[src/sv/klrl_pkg.sv]
// shared types, constants and codes of the keyed log rate limiter
package klrl_pkg;

  // field widths
  localparam int unsigned KeyIdW   = 16;
  localparam int unsigned TimeW    = 32;
  localparam int unsigned LimitW   = 8;
  localparam int unsigned LengthW  = 16;
  localparam int unsigned HoldoffW = 20;
  localparam int unsigned ReportW  = 16;
  localparam int unsigned OfflineW = 32;
  localparam int unsigned CfgAddrW = 2;
  localparam int unsigned CfgDataW = 20;

  // default parameters
  localparam int unsigned GateCountDef = 8;
  localparam int unsigned KeyBitsDef   = 16;

  // register reset values
  localparam logic [LimitW-1:0]   LimitRst   = LimitW'(5);
  localparam logic [LengthW-1:0]  LengthRst  = LengthW'(1000);
  localparam logic [HoldoffW-1:0] HoldoffRst = HoldoffW'(10000);

  localparam logic [ReportW-1:0]  ReportMax  = '1;
  localparam logic [OfflineW-1:0] OfflineMax = '1;

  typedef enum logic [CfgAddrW-1:0] {
    REG_WINDOW_LIMIT  = 2'd0,
    REG_WINDOW_LENGTH = 2'd1,
    REG_HOLDOFF       = 2'd2
  } reg_idx_e;

  typedef enum logic [1:0] {
    ST_IDLE,
    ST_CHECK,
    ST_SEARCH,
    ST_FINISH
  } state_e;

  // search token handed from cell to cell
  typedef struct packed {
    logic             valid;
    logic             found;
    logic [TimeW-1:0] hit_time;
  } tok_t;

  // slot update broadcast to the row
  typedef struct packed {
    logic             en;
    logic             set_key;
    logic [TimeW-1:0] next_time;
  } wr_t;

endpackage

[src/sv/klrl_gate_cell.sv]
// one key gate slot: holds key and next allowed time, checks the passing search token
module klrl_gate_cell #(
  parameter int unsigned KEY_W  = klrl_pkg::KeyBitsDef,
  parameter int unsigned SLOT_W = 3,
  parameter int unsigned INDEX  = 0
) (
  input  logic                  clk_i,
  input  logic                  rst_ni,
  input  logic [KEY_W-1:0]      key_i,
  input  klrl_pkg::tok_t        tok_i,
  input  logic [SLOT_W-1:0]     slot_i,
  output klrl_pkg::tok_t        tok_o,
  output logic [SLOT_W-1:0]     slot_o,
  input  klrl_pkg::wr_t         wr_i,
  input  logic [SLOT_W-1:0]     wr_slot_i
);

  logic                       valid_q;
  logic [KEY_W-1:0]           key_q;
  logic [klrl_pkg::TimeW-1:0] time_q;
  klrl_pkg::tok_t             tok_q, tok_d;
  logic [SLOT_W-1:0]          slot_q, slot_d;
  logic                       hit;
  logic                       wr_here;

  // first valid match along the row wins
  assign hit     = tok_i.valid && !tok_i.found && valid_q && (key_q == key_i);
  assign wr_here = wr_i.en && (wr_slot_i == SLOT_W'(INDEX));

  always_comb begin
    tok_d  = tok_i;
    slot_d = slot_i;
    if (hit) begin
      tok_d.found    = 1'b1;
      tok_d.hit_time = time_q;
      slot_d         = SLOT_W'(INDEX);
    end
  end

  always_ff @(posedge clk_i or negedge rst_ni) begin
    if (!rst_ni) begin
      valid_q   <= 1'b0;
      tok_q     <= '0;
    end else begin
      tok_q <= tok_d;
      if (wr_here && wr_i.set_key) begin
        valid_q <= 1'b1;
      end
    end
  end

  always_ff @(posedge clk_i) begin
    slot_q <= slot_d;
    if (wr_here) begin
      time_q <= wr_i.next_time;
      if (wr_i.set_key) begin
        key_q <= key_i;
      end
    end
  end

  assign tok_o  = tok_q;
  assign slot_o = slot_q;

endmodule

[src/sv/keyed_log_rate_limiter.sv]
// top level: request control, window counter and the row of key gate cells
//
//  channel  | dir | payload                                    | accepted when
//  s_axis   | in  | tdata key_id, now_ms; tuser link_up        | tvalid & tready
//  m_axis   | out | tdata suppressed_report, offline_drops;    | tvalid & tready
//           |     | tuser granted                              |
//  cfg      | in  | cfg_addr_i index, cfg_wdata_i value        | cfg_we_i
//
// one request at a time: a link-down request or a full window goes from the check state
// to the finish state and on into the output register; otherwise the search token walks
// the gate row, one cell a cycle, and the result is loaded once it leaves the last cell.
// the next accept can come in the cycle after the result is loaded into the output register.
// reset clears all gate slots, counters and the window; config returns to defaults.
// a stalled result waits in the output register while the next request is taken.
module keyed_log_rate_limiter #(
  parameter int unsigned GATE_COUNT = klrl_pkg::GateCountDef,
  parameter int unsigned KEY_BITS   = klrl_pkg::KeyBitsDef
) (
  input  logic                          clk_i,
  input  logic                          rst_ni,
  // tdata: key_id [15:0], now_ms [47:16]
  input  logic [47:0]                   s_axis_tdata,
  // tuser: link_up
  input  logic                          s_axis_tuser,
  input  logic                          s_axis_tvalid,
  output logic                          s_axis_tready,
  // tdata: suppressed_report [15:0], offline_drops [47:16]
  output logic [47:0]                   m_axis_tdata,
  // tuser: granted
  output logic                          m_axis_tuser,
  output logic                          m_axis_tvalid,
  input  logic                          m_axis_tready,
  input  logic                          cfg_we_i,
  input  logic [klrl_pkg::CfgAddrW-1:0] cfg_addr_i,
  input  logic [klrl_pkg::CfgDataW-1:0] cfg_wdata_i
);

  localparam int unsigned SlotW = (GATE_COUNT > 1) ? $clog2(GATE_COUNT) : 1;
  localparam int unsigned KeyW  = (KEY_BITS < klrl_pkg::KeyIdW) ? KEY_BITS
                                                                : klrl_pkg::KeyIdW;
  localparam logic [SlotW-1:0] LastSlot = SlotW'(GATE_COUNT - 1);

  localparam int unsigned TW = klrl_pkg::TimeW;

  klrl_pkg::state_e state_q, state_d;

  logic [KeyW-1:0]               key_q, key_d;
  logic [TW-1:0]                 now_q, now_d;
  logic                          link_q, link_d;

  logic [klrl_pkg::LimitW-1:0]   limit_q, limit_d;
  logic [klrl_pkg::LengthW-1:0]  length_q, length_d;
  logic [klrl_pkg::HoldoffW-1:0] holdoff_q, holdoff_d;

  logic [TW-1:0]                 win_start_q, win_start_d;
  logic [klrl_pkg::LimitW-1:0]   win_count_q, win_count_d;
  logic [SlotW-1:0]              ptr_q, ptr_d;
  logic [klrl_pkg::ReportW-1:0]  supp_q, supp_d;
  logic [klrl_pkg::OfflineW-1:0] offl_q, offl_d;

  logic                          res_grant_q, res_grant_d;
  logic [klrl_pkg::ReportW-1:0]  res_report_q, res_report_d;

  logic                          out_valid_q, out_valid_d;
  logic                          out_grant_q, out_grant_d;
  logic [klrl_pkg::ReportW-1:0]  out_report_q, out_report_d;
  logic [klrl_pkg::OfflineW-1:0] out_offl_q, out_offl_d;

  klrl_pkg::tok_t                tok [GATE_COUNT+1];
  logic [SlotW-1:0]              slot [GATE_COUNT+1];
  klrl_pkg::wr_t                 wr;
  logic [SlotW-1:0]              wr_slot;
  klrl_pkg::tok_t                launch;

  logic [TW-1:0]                 win_diff;
  logic [TW-1:0]                 gate_diff;
  logic [klrl_pkg::LimitW-1:0]   count_now;

  assign tok[0]  = launch;
  assign slot[0] = '0;

  for (genvar g = 0; g < GATE_COUNT; g++) begin : g_cell
    klrl_gate_cell #(
      .KEY_W  (KeyW),
      .SLOT_W (SlotW),
      .INDEX  (g)
    ) u_cell (
      .clk_i     (clk_i),
      .rst_ni    (rst_ni),
      .key_i     (key_q),
      .tok_i     (tok[g]),
      .slot_i    (slot[g]),
      .tok_o     (tok[g+1]),
      .slot_o    (slot[g+1]),
      .wr_i      (wr),
      .wr_slot_i (wr_slot)
    );
  end

  assign win_diff  = now_q - win_start_q;
  assign gate_diff = now_q - tok[GATE_COUNT].hit_time;

  always_comb begin
    state_d      = state_q;
    key_d        = key_q;
    now_d        = now_q;
    link_d       = link_q;
    limit_d      = limit_q;
    length_d     = length_q;
    holdoff_d    = holdoff_q;
    win_start_d  = win_start_q;
    win_count_d  = win_count_q;
    ptr_d        = ptr_q;
    supp_d       = supp_q;
    offl_d       = offl_q;
    res_grant_d  = res_grant_q;
    res_report_d = res_report_q;
    out_valid_d  = out_valid_q;
    out_grant_d  = out_grant_q;
    out_report_d = out_report_q;
    out_offl_d   = out_offl_q;
    launch       = '0;
    wr           = '0;
    wr_slot      = ptr_q;
    count_now    = win_count_q;

    s_axis_tready = (state_q == klrl_pkg::ST_IDLE);

    if (out_valid_q && m_axis_tready) begin
      out_valid_d = 1'b0;
    end

    if (cfg_we_i) begin
      case (cfg_addr_i)
        klrl_pkg::REG_WINDOW_LIMIT:  limit_d   = cfg_wdata_i[klrl_pkg::LimitW-1:0];
        klrl_pkg::REG_WINDOW_LENGTH: length_d  = cfg_wdata_i[klrl_pkg::LengthW-1:0];
        klrl_pkg::REG_HOLDOFF:       holdoff_d = cfg_wdata_i[klrl_pkg::HoldoffW-1:0];
        default: ;
      endcase
    end

    case (state_q)
      klrl_pkg::ST_IDLE: begin
        if (s_axis_tvalid) begin
          key_d   = s_axis_tdata[KeyW-1:0];
          now_d   = s_axis_tdata[47:16];
          link_d  = s_axis_tuser;
          state_d = klrl_pkg::ST_CHECK;
        end
      end

      klrl_pkg::ST_CHECK: begin
        res_grant_d  = 1'b0;
        res_report_d = '0;
        if (!link_q) begin
          if (offl_q != klrl_pkg::OfflineMax) begin
            offl_d = offl_q + 1'b1;
          end
          state_d = klrl_pkg::ST_FINISH;
        end else begin
          // window rolls when the signed distance reaches the window length
          if (!win_diff[TW-1] && (win_diff >= TW'(length_q))) begin
            win_start_d = now_q;
            count_now   = '0;
          end
          win_count_d = count_now;
          if (count_now >= limit_q) begin
            if (supp_q != klrl_pkg::ReportMax) begin
              supp_d = supp_q + 1'b1;
            end
            state_d = klrl_pkg::ST_FINISH;
          end else begin
            launch.valid = 1'b1;
            state_d      = klrl_pkg::ST_SEARCH;
          end
        end
      end

      klrl_pkg::ST_SEARCH: begin
        if (tok[GATE_COUNT].valid) begin
          state_d = klrl_pkg::ST_FINISH;
          if (tok[GATE_COUNT].found && gate_diff[TW-1]) begin
            // key still in hold-off
            res_grant_d  = 1'b0;
            res_report_d = '0;
            if (supp_q != klrl_pkg::ReportMax) begin
              supp_d = supp_q + 1'b1;
            end
          end else begin
            wr.en        = 1'b1;
            wr.set_key   = !tok[GATE_COUNT].found;
            wr.next_time = now_q + TW'(holdoff_q);
            if (tok[GATE_COUNT].found) begin
              wr_slot = slot[GATE_COUNT];
            end else begin
              ptr_d = (ptr_q == LastSlot) ? '0 : ptr_q + 1'b1;
            end
            win_count_d  = win_count_q + 1'b1;
            res_grant_d  = 1'b1;
            res_report_d = supp_q;
            supp_d       = '0;
          end
        end
      end

      klrl_pkg::ST_FINISH: begin
        if (!out_valid_q || m_axis_tready) begin
          out_valid_d  = 1'b1;
          out_grant_d  = res_grant_q;
          out_report_d = res_report_q;
          out_offl_d   = offl_q;
          state_d      = klrl_pkg::ST_IDLE;
        end
      end

      default: state_d = klrl_pkg::ST_IDLE;
    endcase
  end

  always_ff @(posedge clk_i or negedge rst_ni) begin
    if (!rst_ni) begin
      state_q     <= klrl_pkg::ST_IDLE;
      limit_q     <= klrl_pkg::LimitRst;
      length_q    <= klrl_pkg::LengthRst;
      holdoff_q   <= klrl_pkg::HoldoffRst;
      win_start_q <= '0;
      win_count_q <= '0;
      ptr_q       <= '0;
      supp_q      <= '0;
      offl_q      <= '0;
      out_valid_q <= 1'b0;
    end else begin
      state_q     <= state_d;
      limit_q     <= limit_d;
      length_q    <= length_d;
      holdoff_q   <= holdoff_d;
      win_start_q <= win_start_d;
      win_count_q <= win_count_d;
      ptr_q       <= ptr_d;
      supp_q      <= supp_d;
      offl_q      <= offl_d;
      out_valid_q <= out_valid_d;
    end
  end

  always_ff @(posedge clk_i) begin
    key_q        <= key_d;
    now_q        <= now_d;
    link_q       <= link_d;
    res_grant_q  <= res_grant_d;
    res_report_q <= res_report_d;
    out_grant_q  <= out_grant_d;
    out_report_q <= out_report_d;
    out_offl_q   <= out_offl_d;
  end

  assign m_axis_tvalid = out_valid_q;
  assign m_axis_tuser  = out_grant_q;
  assign m_axis_tdata  = {out_offl_q, out_report_q};

endmodule
[config.mk]
export PLATFORM = sky130hd
export DESIGN_NAME = keyed_log_rate_limiter
export DESIGN_NICKNAME = d
export VERILOG_FILES = /design/src/sv/klrl_pkg.sv /design/src/sv/klrl_gate_cell.sv /design/src/sv/keyed_log_rate_limiter.sv
export SDC_FILE = /design/constraint.sdc
export NUM_CORES = 1
export LEC_CHECK = 0
export BUFFER_PORTS_ARGS = -buffer_cell sky130_fd_sc_hd__buf_2
export CAP_MARGIN = 20
export CORE_ASPECT_RATIO = 0.5
export CORE_MARGIN = 2
export CORE_UTILIZATION = 55
export CTS_CLUSTER_DIAMETER = 150
export DETAILED_ROUTE_END_ITERATION = 8
export PLACE_DENSITY = 0.82
export REMOVE_ABC_BUFFERS = 1
export SYNTH_ARGS = -nofsm -noshare
export SYNTH_HDL_FRONTEND = slang
export SYNTH_SLANG_ARGS = --single-unit
[constraint.sdc]
create_clock -name clk_i -period 8.97 [get_ports clk_i]
set_clock_uncertainty 0.1 [all_clocks]
set_input_delay 1.794 -clock clk_i [delete_from_list [all_inputs] [get_ports clk_i]]
set_output_delay 1.794 -clock clk_i [all_outputs]
set_load 0.02 [all_outputs]
=== After elaboration in Yosys (flattened, before gate mapping) ===
Index checks and enable logic that the tools add are counted.

* Flip-flop bits (word level): 934
* Bits of input ports: 76
* Output and inout bits: 51
* Logic and storage cells: 239

* $add $sub $neg: 7
* $lt $le $gt $ge: 2
* Equality and inequality tests: 29
* Muxes and demuxes: 48
* Bitwise gates (word level): 3
* Reduce and logical (&&, ||, !) cells: 77

{| class="wikitable"
|+ Operator list
! cell !! count
|-
| 33-bit two-way mux || 8
|-
| 16-bit == test || 8
|-
| 16-bit two-way mux || 7
|-
| 34-bit two-way mux || 3
|-
| 16-bit case mux with 2 select lines || 2
|-
| 32-bit subtractor || 2
|-
| 8-bit two-way mux || 6
|-
| 1-bit logical AND || 42
|-
| 32-bit by 1-bit adder with 32-bit output (second input constant) || 1
|-
| 32-bit by 20-bit adder with 32-bit output || 1
|-
| 32-bit by 16-bit >= comparator with 1-bit output || 1
|-
| 32-bit != test (second input constant) || 1
|-
| 2-bit AND reduction || 14
|-
| 16-bit by 1-bit adder with 16-bit output (second input constant) || 1
|-
| 16-bit != test (second input constant) || 1
|-
| 8-bit case mux with 2 select lines || 1
|-
| 3-bit == test (second input constant) || 5
|-
| 3-bit two-way mux || 5
|-
| 4-bit AND reduction || 3
|-
| 1-bit two-way mux || 11
|-
| 1-bit logical NOT || 10
|-
| 2-bit != test (second input constant) || 5
|-
| 3-bit AND reduction || 3
|-
| 8-bit by 1-bit adder with 8-bit output (second input constant) || 1
|-
| 15 further kinds || 24
|}

=== Depth between registers and ports, before layout ===
* Word-level depth: 13
* Mapped depth: 34

=== Cells and area by module ===
From an unflattened synthesis, not the netlist that was laid out.

* Cells, all modules: 2,530
* Area, all modules: 38,323.0 µm²

{| class="wikitable"
|+ By module, submodules not included
! module !! times used !! cells an instance !! area an instance (µm²) !! seq. area each (µm²)
|-
| klrl_gate_cell at g_cell[1].u_cell ... || 5 || 151 || 3,014.1 || 2,377.3
|-
| keyed_log_rate_limiter || 1 || 1,321 || 14,213.6 || 6,922.9
|-
| klrl_gate_cell at g_cell[0].u_cell ... || 2 || 151 || 3,012.9 || 2,377.3
|-
| klrl_gate_cell at g_cell[4].u_cell || 1 || 152 || 3,012.9 || 2,377.3
|}

=== Least setup slack after synthesis ===
OpenSTA, ideal clock, no wires.

* Path type: register to register
* Start: reg now_q[1]
* End: reg supp_q[10] (netlist name)
* Setup time: 0.132 ns
* Arrival: 6.135 ns
* Required time: 8.738 ns
* Setup slack: 2.603 ns
* Stages on the path, launching flop included: 34
* Period minus slack after synthesis: 6.367 ns
* Path through: edfxtp_1 ha_1 nor2b_1 o31a_2 o221ai_2 nor2_1 nor2_1 o21ai_0 a21o_1 a21oi_1 xnor2_1 ha_1 a21o_1 a21oi_1 o21ai_0 nor4_1 nand4_1 nor4_2 a31oi_1 buf_2 nand2b_1 ha_1 nand2b_1 a21o_1 a21o_1 a21o_1 a211o_1 a2111oi_0 a211oi_1 nand2_1 clkbuf_1 nor4_1 xnor2_1 nor2_1

* Word-level cells in the longest chain between the ends: 9
* Elaborated cells on any way between the ends: 15

{| class="wikitable"
|+ RTL lines
! element !! RTL line !! text
|-
| from (decl) || keyed_log_rate_limiter.sv:48 || <nowiki>logic [TW-1:0] now_q, now_d;</nowiki>
|-
| from (signal assigned) || keyed_log_rate_limiter.sv:248 || <nowiki>now_q <= now_d;</nowiki>
|-
| 32-bit subtractor || keyed_log_rate_limiter.sv:100 || <nowiki>assign win_diff = now_q - win_start_q;</nowiki>
|-
| 32-bit by 16-bit >= comparator with 1-bit output or 1-bit logical NOT (tied branches) || keyed_log_rate_limiter.sv:162 || <nowiki>if (!win_diff[TW-1] && (win_diff >= TW'(length_q))) begin</nowiki>
|-
| 1-bit logical AND || keyed_log_rate_limiter.sv:162 ||
|-
| 8-bit two-way mux || keyed_log_rate_limiter.sv:162 ||
|-
| 8-bit two-way mux || keyed_log_rate_limiter.sv:155 || <nowiki>if (!link_q) begin</nowiki>
|-
| 8-bit two-way mux || keyed_log_rate_limiter.sv:142 || <nowiki>case (state_q)</nowiki>
|-
| 8-bit >= comparator || keyed_log_rate_limiter.sv:167 || <nowiki>if (count_now >= limit_q) begin</nowiki>
|-
| 2-bit != test (no line) || - ||
|-
| 4-bit AND reduction (no line) || - ||
|-
| to (signal assigned) || keyed_log_rate_limiter.sv:240 || <nowiki>supp_q <= supp_d;</nowiki>
|-
| to (decl) || keyed_log_rate_limiter.sv:58 || <nowiki>logic [klrl_pkg::ReportW-1:0] supp_q, supp_d;</nowiki>
|}

Parallel ways exist; a longest one is shown, timed or not. The select of a mux whose other input is x is not followed.
A chain may end at the register's enable or synchronous reset.

==> flow_summary.json <==
{
  "syn_inst": 2518,
  "min_period_ps": 7729,
  "finalWirelength_um": 76790,
  "synth_cell_type_count": 80,
  "final_layout_size_suffix_gt1_share_pct": 23.85,
  "path_clk_slew_ps": 70,
  "synth_flop_cell": "edfxtp_1",
  "fin_crit_sh_pct": 86.17,
  "nNetsFinal": 2889,
  "nFillCells": 4582,
  "hold_path_class": "flop to flop",
  "port_buffers": 126,
  "end_kind": "flop",
  "io_pins": 127,
  "peakVddDrop_v": 0.0001209,
  "cts.sinks": 934,
  "hold_violations": 0,
  "yosysWarnings": 0,
  "hold_buffers": 0,
  "dieArea_mm2": 0.07095,
  "setup_tns_ps": 0,
  "gr-usage-all-layers_pct": 22.20,
  "yosysSeqAreaShare_pct": 68.27,
  "synth_common_cells": "edfxtp_1 (499), dfrtp_1 (405), mux2_2 (268), inv_1 (120), xnor2_1 (117)",
  "postSynthAreaPerCell_um2": 15.01,
  "syn_to_final_growth_pct": 12.17,
  "slew_headroom_pct": 29.29,
  "drv_cap": 0,
  "vias": 20590,
  "cpPeakStageDelay_ps": 800,
  "setup_violations": 0,
  "ys_seq_elements": 934,
  "yosys-top-cells-area": "edfxtp_1 (40%), dfrtp_1 (27%), mux2_2 (8.0%), ha_1 (3.8%), xnor2_1 (2.7%)",
  "cts_tree": "done",
  "worstPathMaxFanout": 20,
  "postRouteAntennaNets": 0,
  "drt_iter0_drc": 1541,
  "path_class": "flop to flop",
  "synthArstFlopShare_pct": 44.75,
  "clockBufferDepth": 3,
  "worst_pin_slew_ps": 1056,
  "cts_setup_buffers": 0,
  "viasPerCell": 5.626,
  "die_h_um": 189.4,
  "synth_edf_count": 499,
  "grt_max_degree": 173,
  "syn_area_mm2": 0.03779,
  "start_kind": "flop",
  "cts_inserted_buffers": 78,
  "critPathSlowestCell": "and4_1",
  "globalplace.congestion": 0.8745,
  "cts_resized": 0,
  "rsz0062_at_grt": "no",
  "clk_latency_ps": 660,
  "powerDensity_mw_per_mm2": 196.9,
  "holdWs_ps": 283.8,
  "seqCellArea_mm2": 0.02580,
  "synth_most_common_cell": "edfxtp_1",
  "crit_top_cell": "a21o_1",
  "netlist.area_leader.share_pct": 39.65,
  "overflow": 0,
  "crit_arrival_ps": 8210,
  "grt_pass1_vias": 21300,
  "wl_per_cell_um": 20.98,
  "multi_input_area_mm2": 0.01135,
  "antenna_found_initial": 2,
  "h-tree-depth": 3,
  "cts_root_buffer": "clkbuf_16",
  "rows": 67,
  "drt-pass1-iter-count": 6,
  "utilization_pct": 62.82,
  "drc": 0,
  "maxSlewViolCount": 0,
  "synth_top_area_cell": "edfxtp_1",
  "fin_total_pwr_w": 0.008347,
  "p_leak_nw": 17.03,
  "initial_utilization_pct": 56.00,
  "dp_hpwl_um": 47500,
  "max_freq_ghz": 0.1294,
  "grt_pass1_wl_um": 122400,
  "diodes": 0,
  "cp.required_ps": 9450,
  "coreArea_mm2": 0.06748,
  "dieWidth_um": 374.7,
  "status": "finished clean"
}
[kinds of logic (layout without fill, tap and decap cells)]
logic type	count (synthesis)	count (layout)	synth area share (%)
compound gates	247	247	4.466
xor+xnor	220	220	5.099
fa+ha+maj	116	116	3.880
buf+inv	189	434	1.973
flops	934	934	68.27
mux	300	300	9.178
simple gates	512	512	7.131
[critical path, delay by kind of cell (launching register included)]
kind	cells	cell delay (ps)
compound gates	15	2790
xor+xnor	1	90
fa+ha+maj	3	770
buf+inv	2	520
flops	1	500
simple gates	11	2870
[registers in the layout, summed over array words and instances (netlist names)]
| signal | flops |
|---|---|
| g_cell.u_cell.valid_q | 8 |
| supp_q | 16 |
| holdoff_q | 20 |
| m_axis_tuser | 1 |
| ptr_q | 3 |
| g_cell.u_cell.tok_o | 272 |
| g_cell.u_cell.key_q | 128 |
| out_report_q | 16 |
| g_cell.u_cell.time_q | 256 |
| now_q | 32 |
| key_q | 16 |
| m_axis_tvalid | 1 |
| offl_q | 32 |
| out_offl_q | 32 |
| state_q | 2 |
| win_count_q | 8 |
| g_cell.u_cell.slot_o | 17 |
| link_q | 1 |
| limit_q | 8 |
| res_grant_q | 1 |
| length_q | 16 |
| res_report_q | 16 |
| win_start_q | 32 |
[path summary, 6_finish.rpt]
path | from | endpoint | slack (ps) | cells past startpoint
worst min-delay path | g_cell[6].u_cell.tok_o[33] | g_cell[7].u_cell.tok_o[33] | 280 | 0
max in group asynchronous | rst_ni | win_count_q[1] | 6040 | 2
min in group asynchronous | rst_ni | g_cell[6].u_cell.valid_q | 1170 | 1
worst max-delay path | now_q[1] | g_cell[0].u_cell.tok_o[26] | 1240 | 32
worst max register to register | now_q[1] | g_cell[0].u_cell.tok_o[26] | 1240 | 32
worst min register to register | g_cell[6].u_cell.tok_o[33] | g_cell[7].u_cell.tok_o[33] | 280 | 0
[routing by layer]
metal / track usage (%) / wire length [µm] / part of all wire, % / up-vias
li1: - / - / - / 9440
met1: 31.03 / 34230 / 45 / 10460
met2: 36.20 / 37190 / 48 / 574
met3: 3.897 / 3622 / 4.7 / 120
met4: 6.234 / 1743 / 2.3 / 0
met5: 0 / 0 / 0 / -
[cells in the final DEF, fill, tap and decap left out, types with 9 or more instances in the layout]
| cell type | instances |
|---|---|
| nor3_1 | 30 |
| nor2b_1 | 22 |
| inv_1 | 120 |
| dfxtp_1 | 17 |
| clkinv_2 | 12 |
| and3_1 | 20 |
| nor4_1 | 30 |
| a21oi_1 | 65 |
| nor2_1 | 103 |
| or2_2 | 27 |
| o211ai_1 | 9 |
| buf_2 | 127 |
| nand3_1 | 53 |
| ha_1 | 114 |
| and2_1 | 52 |
| o21a_1 | 12 |
| nand3b_1 | 9 |
| dfstp_2 | 13 |
| a31oi_1 | 15 |
| xor2_1 | 103 |
| edfxtp_1 | 499 |
| mux2_4 | 26 |
| clkbuf_1 | 20 |
| mux2_2 | 268 |
| clkbuf_8 | 11 |
| xnor2_1 | 117 |
| dfrtp_1 | 405 |
| o21ai_0 | 41 |
| nand2b_1 | 13 |
| buf_4 | 31 |
| a21o_1 | 36 |
| nand4_1 | 28 |
| clkbuf_16 | 80 |
| nand2_1 | 78 |
[where the power goes]
part / internal, W / total, W / leakage (nW) / switching, W
clock network: 0.00193 / 0.00350 / 1.29 / 0.00157
logic: 0.000120 / 0.000290 / 5.92 / 0.000170
registers: 0.00453 / 0.00455 / 9.81 / 0.0000222
total: 0.00658 / 0.00835 / 17.0 / 0.00176
[area by class of cell]
class / instances / share of cell area (%)
well taps: 897 / 2.648
repair buffers: 167 / 2.420
inverters: 121 / 1.071
multi-input cells: 1395 / 26.78
flip-flops and latches: 934 / 60.86
clock inverters: 35 / 0.9651
clock buffers: 111 / 5.257
[stage by stage]
step	setup WS [ps]	instances	cell area, µm²
floorplan	2443	2450	37500
global placement	1571	3504	39610
detailed placement	1412	3506	39660
CTS	1249	3652	42300
global route	622.2	3660	42390
finish	1241	3660	42390
Power figures use the tool's default switching activity.
